## src/rtl/assert_macros.svh

```systemverilog
// Assertion macros used by the move_to_front_list RTL.
`ifndef ASSERT_MACROS_SVH
`define ASSERT_MACROS_SVH

// Check that expr holds at every clock edge outside reset.
`define ASSERT_ALWAYS(label, clk, rst_n, expr, msg) \
    label: assert property (@(posedge clk) disable iff (!(rst_n)) (expr)) \
        else $error(msg);

// Check that cons holds in the same cycle whenever ante holds.
`define ASSERT_IMPLIES(label, clk, rst_n, ante, cons, msg) \
    label: assert property (@(posedge clk) disable iff (!(rst_n)) (ante) |-> (cons)) \
        else $error(msg);

// Check that cons holds in the cycle after ante holds.
`define ASSERT_NEXT(label, clk, rst_n, ante, cons, msg) \
    label: assert property (@(posedge clk) disable iff (!(rst_n)) (ante) |=> (cons)) \
        else $error(msg);

`endif

```

## src/rtl/mtf_pkg.sv

```systemverilog
`default_nettype none

package mtf_pkg;

    localparam int VALUE_W      = 32;
    localparam int POS_W        = 4;
    localparam int CFG_W        = 5;
    localparam int CAPACITY_DEF = 16;

    localparam logic REQ_INSERT = 1'b0;
    localparam logic REQ_READ   = 1'b1;

    // Operation broadcast to every cell of the chain
    typedef struct packed {
        logic insert;
        logic rotate;
        logic cfg_wr;
    } t_cell_ctl;

endpackage

`default_nettype wire

```

## src/rtl/mtf_cell.sv

```systemverilog
`default_nettype none

module mtf_cell #(
    parameter int CNT_W = 5,
    parameter int IDX   = 0
) (
    input  wire logic                       i_clk,
    input  wire logic                       i_rst_n,
    input  wire mtf_pkg::t_cell_ctl         i_ctl,
    input  wire logic [CNT_W-1:0]           i_cap,
    input  wire logic [mtf_pkg::VALUE_W-1:0] i_key,
    input  wire logic [mtf_pkg::VALUE_W-1:0] i_head_value,
    input  wire logic [mtf_pkg::VALUE_W-1:0] i_prev_value,
    input  wire logic                       i_prev_valid,
    input  wire logic                       i_prev_seen,
    input  wire logic [mtf_pkg::VALUE_W-1:0] i_next_value,
    input  wire logic                       i_next_valid,
    output logic [mtf_pkg::VALUE_W-1:0]     o_value,
    output logic                            o_valid,
    output logic                            o_seen
);
    import mtf_pkg::*;

    localparam logic [CNT_W-1:0] IDX_V = CNT_W'(IDX);

    logic [VALUE_W-1:0] r_value;
    logic [VALUE_W-1:0] n_value;
    logic               r_valid;
    logic               n_valid;
    logic               w_in_use;
    logic               w_shift;

    assign w_in_use = (IDX_V < i_cap);
    // Take the previous cell's entry while it is valid, this cell is in use and no match has been found in front of it
    assign w_shift  = !i_prev_seen && i_prev_valid && w_in_use;

    always_comb begin
        n_value = r_value;
        n_valid = r_valid;
        if (i_ctl.cfg_wr) begin
            if (!w_in_use) begin
                n_valid = 1'b0;
            end
        end else if (i_ctl.insert) begin
            if (w_shift) begin
                n_value = i_prev_value;
                n_valid = i_prev_valid;
            end
        end else if (i_ctl.rotate) begin
            // Advance toward the front; the last valid cell wraps the head entry
            if (i_next_valid) begin
                n_value = i_next_value;
            end else if (r_valid) begin
                n_value = i_head_value;
            end
        end
    end

    always_ff @(posedge i_clk) begin
        r_value <= n_value;
        if (!i_rst_n) begin
            r_valid <= 1'b0;
        end else begin
            r_valid <= n_valid;
        end
    end

    assign o_value = r_value;
    assign o_valid = r_valid;
    assign o_seen  = i_prev_seen || (r_valid && (r_value == i_key));

endmodule

`default_nettype wire

```

## src/rtl/move_to_front_list.sv

```systemverilog
// Insert: accepted without raising busy, no result; a new transaction may follow in the next cycle.
// Read-out: busy while in the read state; entries pass from the head cell through the output register in list order.
// Empty list read-out: one invalid result in the cycle after start, busy stays low.
// Read-out rotates the cell chain once around, so the list is unchanged afterwards.
// Synchronous active-low reset empties the list and sets the capacity in use (r_cap) to CAPACITY.
`default_nettype none

module move_to_front_list #(
    parameter int CAPACITY = mtf_pkg::CAPACITY_DEF
) (
    input  wire logic                        i_clk,
    input  wire logic                        i_rst_n,
    input  wire logic                        start,
    output logic                             busy,
    input  wire logic                        i_req_type,
    input  wire logic signed [mtf_pkg::VALUE_W-1:0] i_value_in,
    input  wire logic                        i_cfg_we,
    input  wire logic [mtf_pkg::CFG_W-1:0]   i_cfg_wdata,
    output logic                             o_strobe,
    output logic signed [mtf_pkg::VALUE_W-1:0] o_value_out,
    output logic [mtf_pkg::POS_W-1:0]        o_position,
    output logic                             o_entry_valid,
    output logic                             o_last_item
);
    import mtf_pkg::*;
    `include "assert_macros.svh"

    localparam int CNT_W = $clog2(CAPACITY + 1);
    localparam logic [CNT_W-1:0] CAP_MAX = CNT_W'(CAPACITY);

    typedef enum logic [1:0] {
        ST_IDLE = 2'b01,
        ST_READ = 2'b10
    } t_state;

    t_state               r_state;
    t_state               n_state;
    logic [CNT_W-1:0]     r_count;
    logic [CNT_W-1:0]     n_count;
    logic [CNT_W-1:0]     r_cap;
    logic [CNT_W-1:0]     n_cap;
    logic [CNT_W-1:0]     r_pos;
    logic [CNT_W-1:0]     n_pos;
    logic                 r_strobe;
    logic                 n_strobe;
    logic [VALUE_W-1:0]   r_value_out;
    logic [VALUE_W-1:0]   n_value_out;
    logic [POS_W-1:0]     r_position;
    logic [POS_W-1:0]     n_position;
    logic                 r_entry_valid;
    logic                 n_entry_valid;
    logic                 r_last_item;
    logic                 n_last_item;

    logic                 w_accept;
    logic                 w_hit;
    logic                 w_last;
    logic [CNT_W-1:0]     w_cfg_cap;
    t_cell_ctl            w_ctl;
    logic [CNT_W-1:0]     w_cell_cap;
    logic [VALUE_W-1:0]   w_value [CAPACITY+1];
    logic [CAPACITY:0]    w_valid;
    logic [CAPACITY:0]    w_seen;

    assign w_accept = start && !busy;

    // Saturate the written capacity into 1..CAPACITY
    always_comb begin
        if (i_cfg_wdata == '0) begin
            w_cfg_cap = CNT_W'(1);
        end else if (32'(i_cfg_wdata) > CAPACITY) begin
            w_cfg_cap = CAP_MAX;
        end else begin
            w_cfg_cap = CNT_W'(i_cfg_wdata);
        end
    end

    assign w_ctl.insert = w_accept && (i_req_type == REQ_INSERT);
    assign w_ctl.rotate = (r_state == ST_READ);
    assign w_ctl.cfg_wr = i_cfg_we;
    assign w_cell_cap   = i_cfg_we ? w_cfg_cap : r_cap;

    assign w_value[CAPACITY] = '0;
    assign w_valid[CAPACITY] = 1'b0;
    assign w_seen[0]         = 1'b0;

    genvar g;
    generate
        for (g = 0; g < CAPACITY; g++) begin : g_cell
            logic [VALUE_W-1:0] w_prev_value;
            logic               w_prev_valid;
            if (g == 0) begin : g_head
                assign w_prev_value = i_value_in;
                assign w_prev_valid = 1'b1;
            end else begin : g_body
                assign w_prev_value = w_value[g-1];
                assign w_prev_valid = w_valid[g-1];
            end
            mtf_cell #(
                .CNT_W (CNT_W),
                .IDX   (g)
            ) u_cell (
                .i_clk        (i_clk),
                .i_rst_n      (i_rst_n),
                .i_ctl        (w_ctl),
                .i_cap        (w_cell_cap),
                .i_key        (i_value_in),
                .i_head_value (w_value[0]),
                .i_prev_value (w_prev_value),
                .i_prev_valid (w_prev_valid),
                .i_prev_seen  (w_seen[g]),
                .i_next_value (w_value[g+1]),
                .i_next_valid (w_valid[g+1]),
                .o_value      (w_value[g]),
                .o_valid      (w_valid[g]),
                .o_seen       (w_seen[g+1])
            );
        end
    endgenerate

    assign w_hit  = w_seen[CAPACITY];
    assign w_last = ((r_pos + CNT_W'(1)) == r_count);

    always_comb begin
        n_state       = r_state;
        n_count       = r_count;
        n_cap         = r_cap;
        n_pos         = r_pos;
        n_strobe      = 1'b0;
        n_value_out   = r_value_out;
        n_position    = r_position;
        n_entry_valid = r_entry_valid;
        n_last_item   = r_last_item;

        if (i_cfg_we) begin
            n_cap = w_cfg_cap;
            if (r_count > w_cfg_cap) begin
                n_count = w_cfg_cap;
            end
        end

        case (r_state)
            ST_IDLE: begin
                if (w_accept) begin
                    if (i_req_type == REQ_INSERT) begin
                        if (!w_hit && (r_count < r_cap)) begin
                            n_count = r_count + CNT_W'(1);
                        end
                    end else if (r_count == '0) begin
                        n_strobe      = 1'b1;
                        n_value_out   = '0;
                        n_position    = '0;
                        n_entry_valid = 1'b0;
                        n_last_item   = 1'b1;
                    end else begin
                        n_pos   = '0;
                        n_state = ST_READ;
                    end
                end
            end
            ST_READ: begin
                n_strobe      = 1'b1;
                n_value_out   = w_value[0];
                n_position    = POS_W'(r_pos);
                n_entry_valid = 1'b1;
                n_last_item   = w_last;
                n_pos         = r_pos + CNT_W'(1);
                if (w_last) begin
                    n_state = ST_IDLE;
                end
            end
            default: begin
                n_state = ST_IDLE;
            end
        endcase
    end

    always_ff @(posedge i_clk) begin
        r_pos         <= n_pos;
        r_value_out   <= n_value_out;
        r_position    <= n_position;
        r_entry_valid <= n_entry_valid;
        r_last_item   <= n_last_item;
        if (!i_rst_n) begin
            r_state  <= ST_IDLE;
            r_count  <= '0;
            r_cap    <= CAP_MAX;
            r_strobe <= 1'b0;
        end else begin
            r_state  <= n_state;
            r_count  <= n_count;
            r_cap    <= n_cap;
            r_strobe <= n_strobe;
        end
    end

    assign busy          = (r_state == ST_READ);
    assign o_strobe      = r_strobe;
    assign o_value_out   = r_value_out;
    assign o_position    = r_position;
    assign o_entry_valid = r_entry_valid;
    assign o_last_item   = r_last_item;

    `ASSERT_ALWAYS(a_count_le_cap, i_clk, i_rst_n, r_count <= r_cap, "count exceeds capacity")
    `ASSERT_ALWAYS(a_valid_matches_count, i_clk, i_rst_n, CNT_W'($countones(w_valid[CAPACITY-1:0])) == r_count, "cell valid bits disagree with count")
    `ASSERT_IMPLIES(a_read_nonempty, i_clk, i_rst_n, busy, r_count != '0, "read-out running on an empty list")
    `ASSERT_IMPLIES(a_empty_is_last, i_clk, i_rst_n, o_strobe && !o_entry_valid, o_last_item && (o_value_out == '0), "invalid result not a final zero item")
    `ASSERT_NEXT(a_last_ends_read, i_clk, i_rst_n, busy && w_last, !busy && o_strobe && o_last_item, "read-out did not end on the last entry")

endmodule

`default_nettype wire
```

## config.mk

```make
export PLATFORM = sky130hd
export DESIGN_NAME = move_to_front_list
export DESIGN_NICKNAME = d
export VERILOG_FILES = /design/src/rtl/mtf_pkg.sv /design/src/rtl/mtf_cell.sv /design/src/rtl/move_to_front_list.sv
export VERILOG_INCLUDE_DIRS = /design/src /design/src/rtl
export SDC_FILE = /design/constraint.sdc
export NUM_CORES = 2
export LEC_CHECK = 0
export BUFFER_PORTS_ARGS = -buffer_cell sky130_fd_sc_hd__buf_2
export CAP_MARGIN = 30
export CORE_MARGIN = 2
export CORE_UTILIZATION = 35
export CTS_BUF_LIST = sky130_fd_sc_hd__clkbuf_4 sky130_fd_sc_hd__clkbuf_8
export DETAILED_ROUTE_END_ITERATION = 8
export SYNTH_ARGS = -nofsm -noshare
export SYNTH_HDL_FRONTEND = slang
export SYNTH_HIERARCHICAL = 1
export SYNTH_SLANG_ARGS = --single-unit
```

## constraint.sdc

```tcl
create_clock -name i_clk -period 7.25 [get_ports i_clk]
set_clock_uncertainty 0.05 [all_clocks]
set_input_delay 1.45 -clock i_clk [delete_from_list [all_inputs] [get_ports i_clk]]
set_output_delay 1.45 -clock i_clk [all_outputs]
set_load 0.005 [all_outputs]
```

Word-level counts from Yosys, hierarchy flattened
Index checks and enable logic that the tools add are counted.
- memories kept: 0
- bits of input ports: 42
- bits in latches: 0
- RAM bits: 0
- ROM bits: 0
- bits in registers: 584
- magnitude comparators: 19
- reductions and logical operators: 153
- div/mod/pow operators: 0
- bitwise gates (word level): 2
- multiply operators: 0
- eq/ne operators: 56
- add/sub/neg operators: 2
- mux-type cells: 180
- shift-type cells: 0
- operators with widths (kind ; count):
    two-way mux 32 bit ; 81
    == test 32 bit ; 16
    AND reduction 4 bit ; 19
    two-way mux 1 bit ; 73
    one-hot mux 32 bit (2 select lines) ; 1
    two-way mux 5 bit ; 12
    logical AND 1 bit ; 49
    AND reduction 3 bit ; 16
    != test 2 bit (second input constant) ; 21
    nonzero test 2 bit ; 21
    nonzero test 3 bit ; 14
    < comparator 4 x 5 -> 1 bit (first input constant) ; 8
    != test 2 x 1 -> 1 bit (second input constant) ; 16
    < comparator 3 x 5 -> 1 bit (first input constant) ; 4
    logical NOT 1 bit ; 17
    logical OR 1 bit ; 15
    two-way mux 4 bit ; 3
    adder 5 x 1 -> 5 bit (second input constant) ; 2
    logical NOT 5 bit ; 2
    < comparator 1 x 5 -> 1 bit (first input constant) ; 2
    < comparator 2 x 5 -> 1 bit (first input constant) ; 2
    one-hot mux 5 bit (2 select lines) ; 1
    two-way mux 2 bit ; 4
    one-hot mux 4 bit (2 select lines) ; 1
    9 further kinds ; 12

Logic depth before layout (Yosys ltp)
- word-level depth: 23
- gate-level depth with buffers: 25

Modules after synthesis
The synthesis kept the hierarchy.
- modules (own cells, without submodules) (module ; cells each ; area an instance (sq um) ; instances ; seq. area each (sq um)):
    mtf_cell at g_cell[0].u_cell ... ; 197 ; 2072.0 ; 2 ; 980.9
    mtf_cell at g_cell[14].u_cell ... ; 195 ; 2069.5 ; 2 ; 980.9
    mtf_cell at g_cell[13].u_cell ... ; 193 ; 2063.2 ; 2 ; 980.9
    move_to_front_list ; 231 ; 2680.1 ; 1 ; 1551.5
    mtf_cell at g_cell[8].u_cell ; 195 ; 2082.0 ; 1 ; 980.9
    mtf_cell at g_cell[10].u_cell ; 195 ; 2073.2 ; 1 ; 980.9
    mtf_cell at g_cell[12].u_cell ; 196 ; 2073.2 ; 1 ; 980.9
    mtf_cell at g_cell[2].u_cell ; 195 ; 2070.7 ; 1 ; 980.9
    mtf_cell at g_cell[9].u_cell ; 196 ; 2070.7 ; 1 ; 980.9
    mtf_cell at g_cell[5].u_cell ; 195 ; 2064.5 ; 1 ; 980.9
    mtf_cell at g_cell[7].u_cell ; 194 ; 2059.5 ; 1 ; 980.9
    mtf_cell at g_cell[3].u_cell ; 193 ; 2054.5 ; 1 ; 980.9
    mtf_cell at g_cell[11].u_cell ; 193 ; 2053.2 ; 1 ; 980.9
    mtf_cell at g_cell[1].u_cell ; 193 ; 2045.7 ; 1 ; 980.9

Worst setup path after synthesis
Ideal clock, no wire load.
- path type: in2reg
- from: input port i_value_in[6] in the netlist's numbering
- to: register g_cell[14].u_cell.r_value[0] (enable)
- path slack: 0.383 ns
- setup time: 0.432 ns
- stages on the path: 20
- arrival time: 6.385 ns
- required time: 6.768 ns
- path through: xor2_1 nor4_1 and3_1 a31o_1 a31o_2 a31o_1 a31o_1 a31o_1 a31o_1 a31o_1 a41o_1 a31o_1 a31o_1 a31o_1 a31o_1 a31o_1 a31o_1 nor2_1 a32oi_1 a21oi_1
- longest elaborated chain between the ends: 20
- ends and longest elaborated chain (what ; RTL line ; source):
    start, declared ; move_to_front_list.sv:16 ; input wire logic signed [mtf_pkg::VALUE_W-1:0] i_value_in,
    == test 32 bit ; mtf_cell.sv:70 ; assign o_seen = i_prev_seen || (r_valid && (r_value == i_key));
    logical AND 1 bit ; mtf_cell.sv:70 ;
    via w_seen[1] ; move_to_front_list.sv:63 ; logic [CAPACITY:0] w_seen;
    logical OR 1 bit ; mtf_cell.sv:70 ;
    via w_seen[2] ; move_to_front_list.sv:63 ;
    logical OR 1 bit ; mtf_cell.sv:70 ;
    via w_seen[3] ; move_to_front_list.sv:63 ;
    logical OR 1 bit ; mtf_cell.sv:70 ;
    via w_seen[4] ; move_to_front_list.sv:63 ;
    [... 1 more ...] ; - ;
    via w_seen[5] ; move_to_front_list.sv:63 ;
    [... 1 more ...] ; - ;
    via w_seen[6] ; move_to_front_list.sv:63 ;
    [... 1 more ...] ; - ;
    via w_seen[7] ; move_to_front_list.sv:63 ;
    [... 1 more ...] ; - ;
    via w_seen[8] ; move_to_front_list.sv:63 ;
    [... 1 more ...] ; - ;
    via w_seen[9] ; move_to_front_list.sv:63 ;
    [... 1 more ...] ; - ;
    via w_seen[10] ; move_to_front_list.sv:63 ;
    [... 1 more ...] ; - ;
    via w_seen[11] ; move_to_front_list.sv:63 ;
    [... 1 more ...] ; - ;
    via w_seen[12] ; move_to_front_list.sv:63 ;
    logical OR 1 bit ; mtf_cell.sv:70 ;
    via w_seen[13] ; move_to_front_list.sv:63 ;
    logical OR 1 bit ; mtf_cell.sv:70 ;
    via w_seen[14] ; move_to_front_list.sv:63 ;
    logical NOT 1 bit ; mtf_cell.sv:35 ; assign w_shift = !i_prev_seen && i_prev_valid && w_in_use;
    logical AND 1 bit (2 in series) ; mtf_cell.sv:35 ;
    != test 2 x 1 -> 1 bit (no source line) ; - ;
    AND reduction 4 bit (no source line) ; - ;
    end signal, assigned ; mtf_cell.sv:60 ; r_value <= n_value;
    end, declared ; mtf_cell.sv:26 ; logic [VALUE_W-1:0] r_value;
The timed path passes the listed nets, and every way through them passes these cells.
A chain may end at the register's enable or synchronous reset.

Worst setup path in the final report
- from: input port i_value_in[14] in the netlist's numbering
- to: register r_count[2]
- longest elaborated chain between the ends: 23
- ends and longest elaborated chain (what ; RTL line ; source):
    == test 32 bit ; mtf_cell.sv:70 ;
    logical AND 1 bit ; mtf_cell.sv:70 ;
    via w_seen[1] ; move_to_front_list.sv:63 ;
    logical OR 1 bit ; mtf_cell.sv:70 ;
    via w_seen[2] ; move_to_front_list.sv:63 ;
    logical OR 1 bit ; mtf_cell.sv:70 ;
    via w_seen[3] ; move_to_front_list.sv:63 ;
    logical OR 1 bit ; mtf_cell.sv:70 ;
    via w_seen[4] ; move_to_front_list.sv:63 ;
    [... 1 more ...] ; - ;
    via w_seen[5] ; move_to_front_list.sv:63 ;
    [... 1 more ...] ; - ;
    via w_seen[6] ; move_to_front_list.sv:63 ;
    [... 1 more ...] ; - ;
    via w_seen[7] ; move_to_front_list.sv:63 ;
    [... 1 more ...] ; - ;
    via w_seen[8] ; move_to_front_list.sv:63 ;
    [... 1 more ...] ; - ;
    via w_seen[9] ; move_to_front_list.sv:63 ;
    [... 1 more ...] ; - ;
    via w_seen[10] ; move_to_front_list.sv:63 ;
    [... 1 more ...] ; - ;
    via w_seen[11] ; move_to_front_list.sv:63 ;
    [... 1 more ...] ; - ;
    via w_seen[12] ; move_to_front_list.sv:63 ;
    [... 1 more ...] ; - ;
    via w_seen[13] ; move_to_front_list.sv:63 ;
    [... 1 more ...] ; - ;
    via w_seen[14] ; move_to_front_list.sv:63 ;
    [... 1 more ...] ; - ;
    via w_seen[15] ; move_to_front_list.sv:63 ;
    logical OR 1 bit ; mtf_cell.sv:70 ;
    via w_hit ; move_to_front_list.sv:56 ; logic w_hit;
    logical NOT 1 bit ; move_to_front_list.sv:146 ; if (!w_hit && (r_count < r_cap)) begin
    logical AND 1 bit ; move_to_front_list.sv:146 ;
    two-way mux 5 bit ; move_to_front_list.sv:146 ;
    two-way mux 5 bit ; move_to_front_list.sv:145 ; if (i_req_type == REQ_INSERT) begin
    two-way mux 5 bit ; move_to_front_list.sv:144 ; if (w_accept) begin
    two-way mux 5 bit ; move_to_front_list.sv:142 ; case (r_state)
    end signal, assigned ; move_to_front_list.sv:191 ; r_count <= n_count;
    end, declared ; move_to_front_list.sv:38 ; logic [CNT_W-1:0] r_count;
The timed path passes the listed nets, and every way through them passes these cells.

==> metrics.yaml <==
final_cell_mix: "555 x edfxtp_1, 535 x nand2_1, 512 x mux2i_1"
cts_root_buffer: "clkbuf_8"
dp_hpwl_mm: 95.1
seq_area_frac_synth: 0.483
grtUsageTotal: 0.239
gp_congestion: 1.03
vias: 26700
syn-cell-area_mm2: 0.0357
synth_xor_area_frac: 0.128
fin_nets: 3551
crit_path_start_kind: "primary input"
synthAdderAreaFrac: 0.00490
final_common_cell: "edfxtp_1"
synth_top_family_by_area: "multiplexers"
status: "finished, final reports clean"
slew_violations: 0
hold_viol: 0
synth_top_area_frac: 0.466
power.internal_w: 0.00591
ys_async_sr_fraction: 0
core_mm2: 0.102
cts_hold_buf: 0
clkPwrFrac: 0.379
htree_levels: 3
arrival_ps: 7000
wl_per_cell_um: 25.6
yosysWarnings: 6
cts_buffers: 105
fill_cells: 10100
row_count: 117
synth_edf_count: 555
grt_max_degree: 219
grt_pass1_wl_mm: 181
synthesis.instances: 3346
fp.dieH_um: 324
r2r_slack_ps: 900
dr.pass1.iters: 6
drtIter0Drc: 3117
synthDistinctLibCells: 59
p_comb_frac: 0.128
finalSetupViolCount: 0
power.density_mw_per_mm2: 204
grt-ovfl-total: 0
sw_frac_of_total: 0.278
hold_class: "reg2reg"
start_util: 0.352
route.detailed.drc: 0
synth-simple-area-share: 0.109
cts.sinks: 584
drive_gt1_frac: 0.111
ys.flop_type: "edfxtp_1"
ys_seq_elements: 584
drt_wl_total_mm: 127
fin_setup_tns_ps: 0
p_leak_nw: 12.0
post_cts_buffers: 0
ys_top_cells_by_area: "edfxtp_1 47%, mux2i_1 14%, xnor2_1 11%"
clk_latency_ps: 760
cap_violations: 0
synth-compound-area-share: 0.0966
seqPwrFrac: 0.493
ir_drop_v: 0.000107
cp_max_fo: 14
switchingPower_w: 0.00227
fin_hold_ws_ps: 456
cts_resized: 0
critical_path_class: "in2reg"
antenna_found_initial: 11
rsz0062_at_grt: "no"
synthMuxAreaShare: 0.144
cp-end-kind: "flop"
yosysTopAreaCell: "edfxtp_1"
area_growth_pct: 12.1
detail-route-antenna-nets: 0
io_buffer_count: 81
die_w_um: 324
syn_area_per_cell_um2: 10.7
die_area_mm2: 0.105
clkSlewWorstSetupHoldPaths_ps: 70
period_share: 0.886
grt_pass1_vias: 25100
required_ps: 7830
cts_buffer_depth: 3
cts_tree: "done"
slew_headroom: 0.290
layout_min_cycle_time_ps: 6420
ios: 82
vias_per_cell: 5.40
fmax_mhz: 156
tightest_slew_ps: 1060
## layer usage
layer	wire length, um	vias to the layer above	share of wire	global-route usage
li1	-	12400	-	-
met1	53600	12900	0.42	0.315
met2	56600	1169	0.45	0.369
met3	7530	303	0.059	0.0288
met4	9100	0	0.072	0.159
met5	0	-	0	0
## cells by family after synthesis
kind of cell | count (synthesis)
muxes | 513
adders and majority gates | 14
xor gates and xnor gates | 519
DFF | 584
and+or+nand+nor | 848
buffers and inverters | 223
other | 2
AOI/OAI and AO/OA | 643
## synthesized netlist by cell type (all sizes together) (12+ instances only)
| cell type | n |
|---|---|
| and3 | 17 |
| nand2 | 535 |
| nand3 | 28 |
| a21oi | 28 |
| nor3 | 19 |
| xor2 | 66 |
| a31o | 19 |
| clkbuf | 84 |
| xnor2 | 451 |
| nor4 | 32 |
| ha | 14 |
| mux2i | 512 |
| nor2 | 38 |
| buf | 99 |
| inv | 40 |
| and2 | 41 |
| nand4 | 98 |
| o21a | 12 |
| dfxtp | 29 |
| edfxtp | 555 |
| o21ai | 543 |
## area by class of cell
type | instances | area, um2 | share of cell area
Antenna cell | 8 | 20.0 | 0.000500
Clock buffer | 157 | 1890 | 0.0471
Clock inverter | 29 | 145 | 0.00362
Inverter | 40 | 150 | 0.00375
Multi-Input combinational cell | 2575 | 17500 | 0.437
Sequential cell | 584 | 17300 | 0.431
Tap cell | 1368 | 1710 | 0.0427
Timing Repair Buffer | 189 | 1390 | 0.0346
## worst max-delay path, cell delays in order
cell	delay (ps)
buf_2	190
xor2_1	380
buf_4	210
nor4_1	70
and3_1	190
a31o_1	210
a31o_2	220
a31o_1	220
a31o_1	220
a31o_1	220
a31o_1	220
a31o_1	210
a41o_1	230
a31o_1	210
a31o_1	210
a31o_1	210
a31o_1	220
a31o_1	240
a31o_1	240
a31o_1	220
a31o_1	210
nor2_1	90
nand4_1	90
a31o_2	330
and3_1	190
o31a_1	280
## power groups by stage
stage | registers, W | logic (W) | clock network (W)
finish | 0.00403 | 0.00105 | 0.00310
global route | 0.00405 | 0.00113 | 0.00329
CTS | 0.00403 | 0.00104 | 0.00316
detailed placement | 0.00410 | 0.00103 | 0
global placement | 0.00410 | 0.000998 | 0
floorplan | 0.00405 | 0.000586 | 0
## path summary, 6_finish.rpt
check	startpoint	end	cells after the start
setup reg to reg	g_cell[0].u_cell/o_value[26]$_DFFE_PP_	r_count[2]$_SDFF_PN0_	24
hold / removal	r_state[0]$_SDFFE_PN1P_	r_state[0]$_SDFFE_PN1P_	2
hold reg to reg	r_state[0]$_SDFFE_PN1P_	r_state[0]$_SDFFE_PN1P_	2
setup / recovery	i_value_in[14]	r_count[2]$_SDFF_PN0_	26
## state kept, by name, summed over array words and instances (netlist names)
register,flops
o_entry_valid,1
o_last_item,1
r_pos,5
o_position,4
r_count,5
o_value_out,32
g_cell.u_cell/o_valid,16
o_strobe,1
r_state,2
r_cap,5
g_cell.u_cell/o_value,512
## through the flow
step	instance area (um2)	utilization	total power, W	instances	worst slack [ps]
floorplan	35900	-	0.00463	3382	383
global placement	37900	0.373	0.00510	4750	158
detailed placement	38000	0.374	0.00513	4755	193
CTS	40000	0.394	0.00822	4941	906
global route	40100	0.394	0.00846	4948	674
finish	40100	0.394	0.00818	4950	827
No activity file was read; power rests on OpenSTA's default activity.
